<file path="src/gtfr_pkg.sv">
// Package for the gap-timed frame receiver.
// Holds the input mode codes, frame kinds, header constants and the shared structs.
// No dependencies.
`default_nettype none

package gtfr_pkg;

    localparam int STORE_DEPTH = 16;

    localparam logic [7:0] HDR_BYTE    = 8'h4F;
    localparam logic [7:0] WRITE_CODE  = 8'h0C;
    localparam logic [7:0] REPORT_CODE = 8'h0A;
    localparam logic [7:0] WRITE_LEN   = 8'd15;
    localparam logic [7:0] REPORT_LEN  = 8'd13;
    localparam logic [7:0] ACK_LEN     = 8'd1;
    localparam logic [7:0] COUNT_MAX   = 8'hFF;

    typedef enum logic [1:0] {
        MODE_BYTE    = 2'd0,
        MODE_TICK    = 2'd1,
        MODE_TX_DONE = 2'd2
    } t_mode;

    typedef enum logic [1:0] {
        KIND_WRONG  = 2'd0,
        KIND_ACK    = 2'd1,
        KIND_REPORT = 2'd2,
        KIND_WRITE  = 2'd3
    } t_kind;

    // captured frame bytes that classification looks at
    typedef struct packed {
        logic [7:0] length;
        logic [7:0] b0;
        logic [7:0] b1;
        logic [7:0] b8;
        logic [7:0] b9;
        logic [7:0] b10;
        logic [7:0] b11;
        logic [7:0] b12;
        logic [7:0] b13;
    } t_frame;

    typedef struct packed {
        t_kind       kind;
        logic [15:0] address;
        logic [31:0] value;
        logic [7:0]  length;
    } t_result;

endpackage

`default_nettype wire

</file>
<file path="src/gap_timed_frame_receiver_unit.sv">
// Gap-timed frame receiver, top level: input word register, control, classifier, result register.
// Depends on gtfr_pkg, gtfr_ctrl and gtfr_classify.
//
// Takes one input word per cycle (byte, timer tick or transmit-done) and gives one result word
// when a tick runs the gap timer out. A word is held in the input register, where the
// control state updates and the classifier decodes the captured bytes; a result lands in the
// output register on the same edge and waits there until it is taken. The input side keeps
// taking words while a result waits, stalling only when a frame-ending tick meets a full,
// stalled result register. The gap length register may be written at any time the block is
// idle.
`default_nettype none

module gap_timed_frame_receiver_unit (
    input  wire         i_clk,
    input  wire         i_rst_n,
    input  wire         i_in_valid,
    output logic        o_in_ready,
    input  wire  [1:0]  i_mode,
    input  wire  [7:0]  i_data_byte,
    output logic        o_out_valid,
    input  wire         i_out_ready,
    output logic [1:0]  o_frame_kind,
    output logic [15:0] o_reg_address,
    output logic [31:0] o_reg_value,
    output logic [7:0]  o_frame_length,
    input  wire         i_cfg_valid,
    output logic        o_cfg_ready,
    input  wire  [15:0] i_gap_ticks
);
    import gtfr_pkg::*;

    logic        r_in_valid;
    logic [1:0]  r_mode;
    logic [7:0]  r_data;
    logic [15:0] r_gap_ticks;
    logic        r_out_valid;
    t_result     r_result;

    logic        frame_end, out_free, step;
    t_frame      frame;
    t_result     result;

    assign out_free    = !r_out_valid || i_out_ready;
    assign step        = r_in_valid && (!frame_end || out_free);
    assign o_in_ready  = !r_in_valid || step;
    assign o_cfg_ready = 1'b1;

    always_ff @(posedge i_clk) begin
        if (!i_rst_n) begin
            r_in_valid  <= 1'b0;
            r_gap_ticks <= 16'd2;
        end else begin
            if (o_in_ready) begin
                r_in_valid <= i_in_valid;
            end
            if (i_cfg_valid) begin
                r_gap_ticks <= i_gap_ticks;
            end
        end
    end

    always_ff @(posedge i_clk) begin
        if (i_in_valid && o_in_ready) begin
            r_mode <= i_mode;
            r_data <= i_data_byte;
        end
    end

    gtfr_ctrl u_ctrl (
        .i_clk       (i_clk),
        .i_rst_n     (i_rst_n),
        .i_step      (step),
        .i_mode      (r_mode),
        .i_data_byte (r_data),
        .i_gap_ticks (r_gap_ticks),
        .o_frame_end (frame_end),
        .o_frame     (frame)
    );

    gtfr_classify u_classify (
        .i_frame  (frame),
        .o_result (result)
    );

    always_ff @(posedge i_clk) begin
        if (!i_rst_n) begin
            r_out_valid <= 1'b0;
        end else if (out_free) begin
            r_out_valid <= step && frame_end;
        end
    end

    always_ff @(posedge i_clk) begin
        if (step && frame_end) begin
            r_result <= result;
        end
    end

    assign o_out_valid    = r_out_valid;
    assign o_frame_kind   = r_result.kind;
    assign o_reg_address  = r_result.address;
    assign o_reg_value    = r_result.value;
    assign o_frame_length = r_result.length;

    a_stall_only_when_full: assert property (@(posedge i_clk) disable iff (!i_rst_n)
        !o_in_ready |-> (r_in_valid && frame_end && r_out_valid && !i_out_ready))
        else $error("input stalled without a blocked result");

    a_write_length: assert property (@(posedge i_clk) disable iff (!i_rst_n)
        (r_out_valid && r_result.kind == KIND_WRITE) |-> (r_result.length == WRITE_LEN))
        else $error("register write frame with wrong length");

    a_ack_empty: assert property (@(posedge i_clk) disable iff (!i_rst_n)
        (r_out_valid && r_result.kind == KIND_ACK)
            |-> (r_result.address == 16'd0 && r_result.value == 32'd0
                 && r_result.length == ACK_LEN))
        else $error("acknowledge carries payload");

    a_result_source: assert property (@(posedge i_clk) disable iff (!i_rst_n)
        $rose(r_out_valid) |-> $past(step && frame_end && r_mode == MODE_TICK))
        else $error("result without a frame-ending tick");

endmodule

`default_nettype wire

</file>
<file path="src/gtfr_ctrl.sv">
// Receive control: armed flag, byte count, gap timer and header/payload byte capture.
// Depends on gtfr_pkg.
`default_nettype none

module gtfr_ctrl (
    input  wire                  i_clk,
    input  wire                  i_rst_n,
    input  wire                  i_step,
    input  wire [1:0]            i_mode,
    input  wire [7:0]            i_data_byte,
    input  wire [15:0]           i_gap_ticks,
    output logic                 o_frame_end,
    output gtfr_pkg::t_frame     o_frame
);
    import gtfr_pkg::*;

    logic        r_receiving, n_receiving;
    logic        r_timer_on,  n_timer_on;
    logic [7:0]  r_count,     n_count;
    logic [15:0] r_gap,       n_gap;
    logic [7:0]  r_b0, r_b1, r_b8, r_b9, r_b10, r_b11, r_b12, r_b13;
    logic        byte_wr;

    assign o_frame_end = (i_mode == MODE_TICK) && r_timer_on && (r_gap <= 16'd1);
    assign byte_wr     = i_step && (i_mode == MODE_BYTE) && r_receiving
                         && (int'(r_count) < STORE_DEPTH);

    always_comb begin
        n_receiving = r_receiving;
        n_timer_on  = r_timer_on;
        n_count     = r_count;
        n_gap       = r_gap;
        if (i_step) begin
            unique case (i_mode)
                MODE_BYTE: begin
                    if (r_receiving) begin
                        if (r_count != COUNT_MAX) begin
                            n_count = r_count + 8'd1;
                        end
                        n_gap      = (i_gap_ticks != 16'd0) ? i_gap_ticks : 16'd1;
                        n_timer_on = 1'b1;
                    end
                end
                MODE_TICK: begin
                    if (r_timer_on) begin
                        if (r_gap > 16'd1) begin
                            n_gap = r_gap - 16'd1;
                        end else begin
                            n_gap       = 16'd0;
                            n_timer_on  = 1'b0;
                            n_count     = 8'd0;
                            n_receiving = 1'b0;
                        end
                    end
                end
                MODE_TX_DONE: begin
                    n_receiving = 1'b1;
                end
                default: begin
                end
            endcase
        end
    end

    always_ff @(posedge i_clk) begin
        if (!i_rst_n) begin
            r_receiving <= 1'b0;
            r_timer_on  <= 1'b0;
            r_count     <= 8'd0;
            r_gap       <= 16'd0;
        end else begin
            r_receiving <= n_receiving;
            r_timer_on  <= n_timer_on;
            r_count     <= n_count;
            r_gap       <= n_gap;
        end
    end

    // only positions used by classification are kept
    always_ff @(posedge i_clk) begin
        if (byte_wr) begin
            case (r_count)
                8'd0:    r_b0  <= i_data_byte;
                8'd1:    r_b1  <= i_data_byte;
                8'd8:    r_b8  <= i_data_byte;
                8'd9:    r_b9  <= i_data_byte;
                8'd10:   r_b10 <= i_data_byte;
                8'd11:   r_b11 <= i_data_byte;
                8'd12:   r_b12 <= i_data_byte;
                8'd13:   r_b13 <= i_data_byte;
                default: begin
                end
            endcase
        end
    end

    assign o_frame = '{length: r_count, b0: r_b0, b1: r_b1, b8: r_b8, b9: r_b9,
                       b10: r_b10, b11: r_b11, b12: r_b12, b13: r_b13};

endmodule

`default_nettype wire

</file>
<file path="src/gtfr_classify.sv">
// Frame classifier: decodes length and header into kind, address and value.
// Depends on gtfr_pkg.
`default_nettype none

module gtfr_classify (
    input  gtfr_pkg::t_frame  i_frame,
    output gtfr_pkg::t_result o_result
);
    import gtfr_pkg::*;

    logic is_write, is_report, is_ack;

    assign is_write  = (i_frame.length == WRITE_LEN) && (i_frame.b0 == HDR_BYTE)
                       && (i_frame.b1 == WRITE_CODE);
    assign is_ack    = (i_frame.length == ACK_LEN) && (i_frame.b0 == HDR_BYTE);
    assign is_report = (i_frame.length == REPORT_LEN) && (i_frame.b0 == HDR_BYTE)
                       && (i_frame.b1 == REPORT_CODE);

    always_comb begin
        o_result.kind    = KIND_WRONG;
        o_result.address = 16'd0;
        o_result.value   = 32'd0;
        o_result.length  = i_frame.length;
        if (is_write) begin
            o_result.kind    = KIND_WRITE;
            o_result.address = {i_frame.b8, i_frame.b9};
            o_result.value   = {i_frame.b12, i_frame.b13, i_frame.b10, i_frame.b11};
        end else if (is_ack) begin
            o_result.kind = KIND_ACK;
        end else if (is_report) begin
            o_result.kind    = KIND_REPORT;
            o_result.address = {i_frame.b8, i_frame.b9};
            o_result.value   = {16'd0, i_frame.b10, i_frame.b11};
        end
    end

endmodule

`default_nettype wire
</file>
<file path="config.mk">
export PLATFORM = sky130hd
export DESIGN_NAME = gap_timed_frame_receiver_unit
export DESIGN_NICKNAME = d
export VERILOG_FILES = /design/src/gtfr_pkg.sv /design/src/gap_timed_frame_receiver_unit.sv /design/src/gtfr_ctrl.sv /design/src/gtfr_classify.sv
export SDC_FILE = /design/constraint.sdc
export NUM_CORES = 1
export LEC_CHECK = 0
export BUFFER_PORTS_ARGS = -buffer_cell sky130_fd_sc_hd__buf_2
export CORE_MARGIN = 2
export CORE_UTILIZATION = 23
export CTS_BUF_LIST = sky130_fd_sc_hd__clkbuf_8
export DETAILED_ROUTE_END_ITERATION = 8
export PLACE_DENSITY = 0.5
export SLEW_MARGIN = 20
export SYNTH_ARGS = -nofsm -noshare
export SYNTH_HDL_FRONTEND = slang
export SYNTH_HIERARCHICAL = 1
export SYNTH_SLANG_ARGS = --single-unit
</file>
<file path="constraint.sdc">
create_clock -name i_clk -period 10.9 [get_ports i_clk]
set_input_delay 0 -clock i_clk [delete_from_list [all_inputs] [get_ports i_clk]]
set_output_delay 0 -clock i_clk [all_outputs]
set_load 0.02 [all_outputs]
</file>
==> flow_summary.toml, run 1 <==
[floorplan]
pin_count = 92
dieWidth_um = 183
floorplan.rows = 65
die_height_um = 183
core_area_sq_mm = 0.0316
fp.dieArea_sq_mm = 0.0336
initial_utilization_pct = 23.4

[critical_path]
worst-path-max-fanout = 20
timing.critical_path.max_delay_family = "simple AND/OR/NAND/NOR gates"
critical-path-max-stage-delay_ns = 0.68
worst_setup_path_startpoint = "r_mode[1]"
timing_endpoint_of_the_critical_path = "u_ctrl/r_count[1]"
crit_path_cell_trace = "inv_1 > ha_1 > clkinv_1 > nor3_1 > and2_1 > a21boi_0 > nand3_1 > a31o_2 > nor2_1 > o32ai_1"
startpoint_of_the_most_critical_register_to_register_path = "r_mode[1]"
worstSetupPathDepth = 10
timing.critical_path.slowest_stage_cell = "clkinv_1"
timing.critical_path.required_ns = 11.27
rr_endpoint = "u_ctrl/r_count[1]"
arrival_ns = 4.05
r2r.worst_path.cells = 10
crit_buf_inv = 2
crit_type = "flip-flop to flip-flop"
end_kind = "flip-flop"
timing.reg2reg.setup_slack_ns = 7.22
critPathLaunchType = "flip-flop"

[clock_tree]
cts_tree = "yes"
numCtsBuffers = 17
cts_num_sinks = 176
ctsLongestPathBuffers = 2
cts-root-buf = "clkbuf_8"
worst_setup_hold_path_clk_slew_ns = 0.10
number_of_h_tree_levels = 4
postCtsResizedCells = 0
worst_skew_pair.late_latency_ns = 0.46

[layout]
design.final.nets = 698
final_layout_size_suffix_gt1_share_pct = 26.7
final-seq-area_sq_mm = 0.00484
area_taken_by_multi_input_logic_gates_sq_mm = 0.00208
fin_area_sq_mm = 0.00880
syn2layout_area_growth_pct = 19.0
fill_cells = 3245

[sta]
max_freq_ghz = 0.272
final_setup_skew_ns = 0.0278
max_slew_margin_pct = 28.9
finalSetupViolations = 0
fin_hold_ws_ns = 0.0686
finalHoldViolations = 0
post_route_clock_period_utilization_pct = 33.7
setup_slack_ns = 7.22
slew_at_the_pin_closest_to_its_max_slew_limit_ns = 1.06
final_max_slew_viol_count = 0
finalCriticalPeriod_ns = 3.68
rsz0062_at_grt = "false"
timing.setup.tns_ns = 0

[place]
place_hpwl_um = 10300
place_congestion = 0.780
dp_slack_ns = 7.20
dpl-instance-area_sq_mm = 0.00812
io_buffer_count = 90

[detailed_routing]
drtPass1Iterations = 5
wire_per_inst_um = 14.7
drt_first_iter_violations = 380
viasPerCell = 4.23
detail_route.wirelength_um = 15800
detailroute.via_count = 4542
detail-route-antenna-nets = 0
drc_errors = 0

[synthesis]
postSynthNetCount = 593
netlist_instances = 553
synth_cell_types = 65
postSynth.topFlopCell = "edfxtp_1"
yosysTopAreaCellShare_pct = 53.6
synth-async-reset-ratio_pct = 0
synth_sequential_area_ratio_pct = 65.5
syn_area_per_cell_sq_um = 13.4
synthTopCellsByArea = "edfxtp_1, dfxtp_1, nor3_2, inv_1, mux2i_1"
synthesis.area_sq_mm = 0.00739
yosys_warnings = 6
ys_ff_latch = 176
synth_edf_count = 132
synth_largest_area_cell = "edfxtp_1"
yosys.cell_count.top_type = "edfxtp_1"
ys_top_cells_by_count = "edfxtp_1, inv_1, dfxtp_1, nor3_2, nand2_1"

[grt]
antenna_found_initial = 1
pin_count_of_the_biggest_net_entering_global_routing = 59
grt_first_pass_wirelength_um = 25000
track_usage_pct = 9.75
grt_pass1_vias = 4372
overall_overflow_remaining_after_global_route = 0

[worst_hold_path]
min_path_type = "primary input to flip-flop"

[power_and_ir_drop]
leakagePower_nw = 2.93
post-layout-total-power_mw = 1.23
total_power_density_per_cell_area_mw_per_mm2 = 140
max-vdd-ir-drop_v = 0.0000695

[job]
max-cap-violations = 0

[status]
run_status = "complete, no violations"
==> kinds of logic (layout without fill, tap and decap cells) <==
| logic type | Yosys count | count (layout) | share of synthesized area [%] |
|---|---|---|---|
| adders and majority gates | 9 | 9 | 1.52 |
| muxes | 19 | 19 | 2.59 |
| buffers and inverters | 96 | 214 | 6.67 |
| xor gates and xnor gates | 3 | 3 | 0.355 |
| DFF | 176 | 176 | 65.5 |
| AOI/OAI and AO/OA | 78 | 78 | 7.63 |
| other | 1 | 2 | 0.0507 |
| and+or+nand+nor | 171 | 171 | 15.7 |
==> worst reg2reg max path, cell delays in order (launching register included) <==
cell and delay, ns:
edfxtp_1 0.39, inv_1 0.09, ha_1 0.57, clkinv_1 0.68
nor3_1 0.40, and2_1 0.22, a21boi_0 0.19, nand3_1 0.49
a31o_2 0.24, nor2_1 0.12, o32ai_1 0.23
==> how the worst min path moves through the flow <==
stage               cells after the start      startpoint        endpoint  slack (ns)
finish                                  2         i_rst_n  r_gap_ticks[1]        0.07
global route                            3     i_cfg_valid  r_gap_ticks[1]        0.07
global placement                        1  i_data_byte[3]       r_data[3]        0.18
CTS                                     3     i_cfg_valid  r_gap_ticks[1]        0.03
floorplan                               0  i_data_byte[0]       r_data[0]         0.1
detailed placement                      1  i_data_byte[3]       r_data[3]        0.18
==> registers in the layout, indices dropped and copies added (netlist names), 16 cells and up <==
register,cells
o_reg_address,16
r_gap_ticks,16
o_reg_value,32
u_ctrl/r_gap,16
==> area by class of cell <==
cell class / count / share of cell area (%)
inverters: 61 / 2.60
well taps: 402 / 5.72
diodes: 1 / 0.0284
flip-flops and latches: 176 / 55.1
repair buffers: 121 / 8.59
multi-input cells: 281 / 23.7
clock inverters: 15 / 1.68
clock buffers: 17 / 2.66
==> timing repair <==
action                     CTS  global route
setup endpoints to repair    0             0
setup buffers                0             0
hold buffers                29             0
hold endpoints to repair    28             0
==> power by group <==
group / internal [mW] / leakage, nW / switching, mW
clock: 0.170 / 0.189 / 0.265
sequential: 0.726 / 1.45 / 0.0135
combinational: 0.0282 / 1.29 / 0.0329
total: 0.924 / 2.93 / 0.311
==> per-stage QoR <==
step / util, % / instances
after floorplan: - / 553
after global placement: 25.7 / 1012
after detailed placement: 25.7 / 1012
after CTS: 27.8 / 1073
after global routing: 27.8 / 1074
final: 27.8 / 1074
==> per-layer routing <==
| metal | track usage, % | part of all wire, % | up-vias |
|---|---|---|---|
| li1 | - | - | 2228 |
| met1 | 13.3 | 48 | 2194 |
| met2 | 15.2 | 47 | 111 |
| met3 | 2.56 | 4.2 | 9 |
| met4 | 2.69 | 0.83 | 0 |
| met5 | 0 | 0 | - |
==> layout by cell type, fill, tap and decap left out, types with 3 or more instances in the layout <==
master,netlist,layout
nand2_1,22,22
a21oi_1,9,9
nand2b_1,4,4
and3_1,6,6
nor2_1,21,20
nor3_1,19,19
nor4_1,10,10
a31oi_1,7,7
o211ai_1,3,3
nand3_1,4,4
mux2i_1,18,18
a22o_1,4,4
edfxtp_1,132,132
ha_1,9,9
buf_2,0,90
o21ai_0,19,19
inv_1,60,60
nor2b_1,18,18
nor3_2,41,41
dlygate4sd3_1,0,29
or3_1,3,3
nand4_1,5,5
a21boi_0,4,4
a32o_1,8,8
inv_8,0,5
dfxtp_1,44,44
clkbuf_8,0,17
Note: power is estimated with default switching activity, not from simulation.
==> run 2, diff against run 1 <==
==> constraint.sdc (replaced) <==
create_clock -name i_clk -period 3.4 [get_ports i_clk]
set_input_delay 0 -clock i_clk [delete_from_list [all_inputs] [get_ports i_clk]]
set_output_delay 0 -clock i_clk [all_outputs]
set_load 0.02 [all_outputs]
==> run 2 against run 1 <==
Against the previous run:
- critical path depth down 1
- sequential share of layout area down 1.0 points
- first-iteration DRC count is 21% higher
- non-clock buffer count is 19 higher
- clock skew is 0.014 ns lower
- design area increased by 1.9%
- combinational power rose to 3.4 times the previous value
- routed wire length grew 1.8%
- worst hold slack better by 0.017 ns
- total power grew to 3.2 times the previous value
- clock-buffer cell count stayed put
- via count increased by 2.0%
- critical path type unchanged
==> flow_summary.toml, run 2 (same netlist as run 1, synthesis figures left out) <==
[status]
run_status = "complete, no violations"

[clock_tree]
cts_num_sinks = 176
numCtsBuffers = 17
postCtsResizedCells = 0
number_of_h_tree_levels = 4
worst_skew_pair.late_latency_ns = 0.46
cts_tree = "yes"
cts-root-buf = "clkbuf_8"
worst_setup_hold_path_clk_slew_ns = 0.10
ctsLongestPathBuffers = 2

[place]
dp_slack_ns = 0.305
place_hpwl_um = 11000
place_congestion = 0.766
placed_cells = 1029
io_buffer_count = 90

[layout]
instances_no_fill = 1091
layout.cells.most_common = "edfxtp_1"
final_layout_size_suffix_gt1_share_pct = 28.4
design.final.nets = 717
top_library_cells_by_usage_in_the_layout_fill_and_taps_aside = "edfxtp_1, buf_2, inv_1"
syn2layout_area_growth_pct = 21.2
antenna_cells = 0
largest_register_ffs = 32

[grt]
overall_overflow_remaining_after_global_route = 0
track_usage_pct = 9.91
pin_count_of_the_biggest_net_entering_global_routing = 43
antenna_found_initial = 1
grt_pass1_vias = 4580
grt_first_pass_wirelength_um = 25600

[critical_path]
critical-path-max-stage-delay_ns = 0.81
worst_setup_path_startpoint = "u_ctrl/r_gap[0]"
crit_path_frequent_cell = "nor3_1"
crit_path_cell_trace = "inv_1 > ha_1 > o211ai_1 > nor3_1 > and2_1 > a21boi_0 > and4_1 > nand2_1 > nor3_1"
arrival_ns = 3.20
timing.critical_path.slowest_stage_cell = "nor3_1"
crit_buf_inv = 1
end_kind = "flip-flop"
worst-path-max-fanout = 8
timing.critical_path.max_delay_family = "simple AND/OR/NAND/NOR gates"
startpoint_of_the_most_critical_register_to_register_path = "u_ctrl/r_gap[0]"
crit_type = "flip-flop to flip-flop"
critPathLaunchType = "flip-flop"
timing.critical_path.required_ns = 3.49

[floorplan]
core_area_sq_mm = 0.0316
floorplan.rows = 65
die_height_um = 183
pin_count = 92
initial_utilization_pct = 23.4
dieWidth_um = 183
fp.dieArea_sq_mm = 0.0336

[worst_hold_path]
min_path_type = "primary input to flip-flop"
worstHoldStart = "i_cfg_valid"

[sta]
max_freq_ghz = 0.322
timing.setup.tns_ns = 0
setup_slack_ns = 0.290
final_max_slew_viol_count = 0
max_slew_margin_pct = 29.3
finalHoldViolations = 0
finalSetupViolations = 0
post_route_clock_period_utilization_pct = 91.5
slew_at_the_pin_closest_to_its_max_slew_limit_ns = 1.05
final_setup_skew_ns = 0.0136
finalCriticalPeriod_ns = 3.11
rsz0062_at_grt = "false"

[power_and_ir_drop]
total_power_density_per_cell_area_mw_per_mm2 = 447
post-layout-total-power_mw = 4.01
leakagePower_nw = 3.16
max-vdd-ir-drop_v = 0.000240

[detailed_routing]
detail-route-antenna-nets = 0
drtPass1Iterations = 5
drt_first_iter_violations = 461
drc_errors = 0
wire_per_inst_um = 14.8
viasPerCell = 4.25
detailroute.via_count = 4632
detail_route.wirelength_um = 16100

[job]
max-cap-violations = 0
run 2: changes by cell type in the layout (fill, tap and decap cells not counted), sizes merged, moves of 2 or more:
cell,before,now
inv,67,69
buf,92,109
dlygate4sd3,29,31
clkinv,7,2
run 2: power by group:
group,switching (mW),internal (mW)
Combinational,0.108,0.100
Clock,0.829,0.604
Sequential,0.0416,2.33
Total,0.979,3.03
run 2: per-layer routing:
metal | vias up | GRT usage [%] | wire [um]
met2 | 139 | 15.9 | 7580
li1 | 2260 | - | -
met1 | 2220 | 13.2 | 7470
met4 | 2 | 2.40 | 140
met5 | - | 0 | 13
met3 | 11 | 2.96 | 917
run 2: final cells by class:
class	count	area, sq um
timing repair buffer	140	916
tap	402	503
clock buffer	17	234
multi-input combinational	281	2090
sequential	176	4840
fill	3266	22700
inverter	61	229
clock inverter	14	150
run 2: through the flow:
| step | instance area [sq um] | utilization, % | hold slack, ns |
|---|---|---|---|
| 2_1_floorplan | 7400 | - | 0.0989 |
| 3_3_place_gp | 8260 | 26.1 | 0.180 |
| 3_5_place_dp | 8260 | 26.1 | 0.180 |
| 4_1_cts | 8960 | 28.3 | 0.0528 |
| 5_1_grt | 8960 | 28.3 | 0.0874 |
| 6_report | 8960 | 28.3 | 0.0859 |
run 2: path summary, 6_finish.rpt:
check	endpoint	slack (ns)	cells past startpoint
worst min-delay path	r_gap_ticks[6]	0.09	3
worst min register to register	u_ctrl/r_gap[11]	0.49	2
worst max-delay path	u_ctrl/r_b1[5]	0.29	9
worst max register to register	u_ctrl/r_b1[5]	0.29	9
run 2: worst reg2reg max path, stage by stage, from the launching register on:
cell      delay [ns]
dfxtp_1         0.43
inv_1           0.09
ha_1            0.25
o211ai_1        0.23
nor3_1          0.09
and2_1          0.19
a21boi_0        0.24
and4_1          0.30
nand2_1         0.11
nor3_1          0.81
run 2: what timing repair did:
item,4_1_cts,5_1_grt
hold buffers,31,0
endpoints found under the hold margin,31,0
setup buffers,0,0
==> run 3, diff against run 2 <==
--- a/config.mk
+++ b/config.mk
@@ -6,12 +6,13 @@
 export NUM_CORES = 1
 export LEC_CHECK = 0
 export BUFFER_PORTS_ARGS = -buffer_cell sky130_fd_sc_hd__buf_2
+export CORE_ASPECT_RATIO = 1.25
 export CORE_MARGIN = 2
-export CORE_UTILIZATION = 23
+export CORE_UTILIZATION = 60
 export CTS_BUF_LIST = sky130_fd_sc_hd__clkbuf_8
 export DETAILED_ROUTE_END_ITERATION = 8
-export PLACE_DENSITY = 0.5
-export SLEW_MARGIN = 20
+export PLACE_DENSITY = 0.93
+export SLEW_MARGIN = 10
 export SYNTH_ARGS = -nofsm -noshare
 export SYNTH_HDL_FRONTEND = slang
 export SYNTH_HIERARCHICAL = 1
==> run 3 against run 2 <==
Against the previous run:
- critical path depth did not move
- routed wire length fell by 9.1%
- worst setup slack got worse by 0.046 ns
- sequential share of layout area rose by 2.0 points
- sequential power barely moved
- non-clock buffer count fell by 11
- maximum frequency fell by 1.4%
- clock power rose by 9%
- clock-buffer cell count did not move
- critical endpoint is now u_ctrl/r_b0[6]
- largest cell class unchanged
==> flow_summary.toml, run 3 (same netlist as run 1, synthesis figures left out) <==
[status]
run_status = "complete, no violations"

[grt]
overall_overflow_remaining_after_global_route = 0
pin_count_of_the_biggest_net_entering_global_routing = 59
track_usage_pct = 22.9
grt_first_pass_wirelength_um = 22600
antenna_found_initial = 0
grt_pass1_vias = 4612

[critical_path]
startpoint_of_the_most_critical_register_to_register_path = "u_ctrl/r_gap[0]"
arrival_ns = 3.23
crit_path_frequent_cell = "nor3_1"
crit_type = "flip-flop to flip-flop"
r2r.worst_path.cells = 9
critPathLaunchType = "flip-flop"
critical-path-max-stage-delay_ns = 0.84
timing.critical_path.required_ns = 3.47
worstSetupPathDepth = 9
worst_setup_path_startpoint = "u_ctrl/r_gap[0]"
end_kind = "flip-flop"
crit_buf_inv = 1
worst-path-max-fanout = 8
timing.critical_path.max_delay_family = "simple AND/OR/NAND/NOR gates"
timing.critical_path.slowest_stage_cell = "nor3_1"
crit_path_cell_trace = "inv_1 > ha_1 > o211ai_1 > nor3_1 > and2_1 > a21boi_0 > and4_1 > nand2_1 > nor3_1"

[layout]
layout.cells.most_common = "edfxtp_1"
syn2layout_area_growth_pct = 17.0
top_library_cells_by_usage_in_the_layout_fill_and_taps_aside = "edfxtp_1, buf_2, inv_1"
fill_cells = 778
final_layout_size_suffix_gt1_share_pct = 27.7
largest_register_ffs = 32
design.final.nets = 706
fin_area_sq_mm = 0.00865
antenna_cells = 0

[sta]
final_setup_skew_ns = 0.0187
max_freq_ghz = 0.317
rsz0062_at_grt = "false"
finalCriticalPeriod_ns = 3.16
max_slew_margin_pct = 27.3
timing.setup.tns_ns = 0
finalHoldViolations = 0
slew_at_the_pin_closest_to_its_max_slew_limit_ns = 1.08
final_max_slew_viol_count = 0
post_route_clock_period_utilization_pct = 92.8
finalSetupViolations = 0

[clock_tree]
setup_buffers_after_cts = 0
cts_tree = "yes"
number_of_h_tree_levels = 4
cts_num_sinks = 176
postCtsResizedCells = 0
worst_skew_pair.late_latency_ns = 0.46
ctsLongestPathBuffers = 2
holdBufCountCts = 29
numCtsBuffers = 17
cts-root-buf = "clkbuf_8"
worst_setup_hold_path_clk_slew_ns = 0.10

[floorplan]
pin_count = 92
fp.dieArea_sq_mm = 0.0132
initial_utilization_pct = 61.1
die_height_um = 128
core_area_sq_mm = 0.0121
dieWidth_um = 103
floorplan.rows = 45

[detailed_routing]
detail-route-antenna-nets = 0
viasPerCell = 5.86
detailroute.via_count = 4939
drtPass1Iterations = 6
drt_first_iter_violations = 511
drc_errors = 0
detail_route.wirelength_um = 14700
wire_per_inst_um = 17.4

[power_and_ir_drop]
max-vdd-ir-drop_v = 0.000290
total_power_density_per_cell_area_mw_per_mm2 = 477
leakagePower_nw = 3.15

[worst_hold_path]
hold_path_depth = 2
worstHoldStart = "i_rst_n"
min_path_type = "primary input to flip-flop"

[place]
io_buffer_count = 90
dpl-instance-area_sq_mm = 0.00791
place_congestion = 0.877
place_hpwl_um = 9910

[job]
max-cap-violations = 0
[run 3: cell types whose count changed in the layout (fill, tap and decap cells not counted), sizes merged]
cell and change:
clkinv +5, inv -3, clkinvlp -3, bufinv +2, dlygate4sd3 -2, buf -9
[run 3: area by class of cell]
cell class / count / area [sq um] / area share [%]
inverters: 61 / 229 / 2.65
repair buffers: 129 / 841 / 9.72
clock buffers: 17 / 234 / 2.70
flip-flops and latches: 176 / 4840 / 56.0
well taps: 164 / 205 / 2.37
multi-input cells: 281 / 2080 / 24.1
clock inverters: 15 / 215 / 2.49
[run 3: metrics by stage]
step	setup WS, ns	total power [mW]	instances	util (%)	hold WS (ns)
6_report	0.244	4.13	843	71.5	0.0372
5_1_grt	0.0213	4.23	843	71.5	0.0571
4_1_cts	0.306	4.14	843	71.5	0.00963
3_5_place_dp	0.375	2.59	782	65.4	0.179
3_3_place_gp	0.474	2.58	782	65.4	0.176
2_1_floorplan	0.295	2.52	553	-	0.0989
[run 3: worst paths after layout]
check / to / slack [ns]
setup / recovery: u_ctrl/r_b0[6] / 0.24
hold / removal: r_gap_ticks[1] / 0.04
setup reg to reg: u_ctrl/r_b0[6] / 0.24
hold reg to reg: u_ctrl/r_receiving / 0.49
[run 3: power by group]
group | switching (mW) | total [mW] | internal, mW | leakage, nW
clock network | 0.794 | 1.56 | 0.762 | 0.225
registers | 0.0405 | 2.37 | 2.33 | 1.53
logic | 0.108 | 0.204 | 0.0962 | 1.39
total | 0.943 | 4.13 | 3.18 | 3.15
[run 3: worst reg2reg max path, stage by stage (launching register included)]
cell and delay, ns:
dfxtp_1 0.43, inv_1 0.10, ha_1 0.25, o211ai_1 0.23, nor3_1 0.09, and2_1 0.19
a21boi_0 0.23, and4_1 0.30, nand2_1 0.12, nor3_1 0.84
[run 3: routing by layer]
| layer | global-route usage, % | up-vias | wire length, um |
|---|---|---|---|
| met1 | 25.4 | 2323 | 5230 |
| li1 | - | 2254 | - |
| met4 | 11.9 | 0 | 556 |
| met2 | 40.9 | 301 | 7860 |
| met5 | 0 | - | 0 |
| met3 | 4.25 | 61 | 1010 |
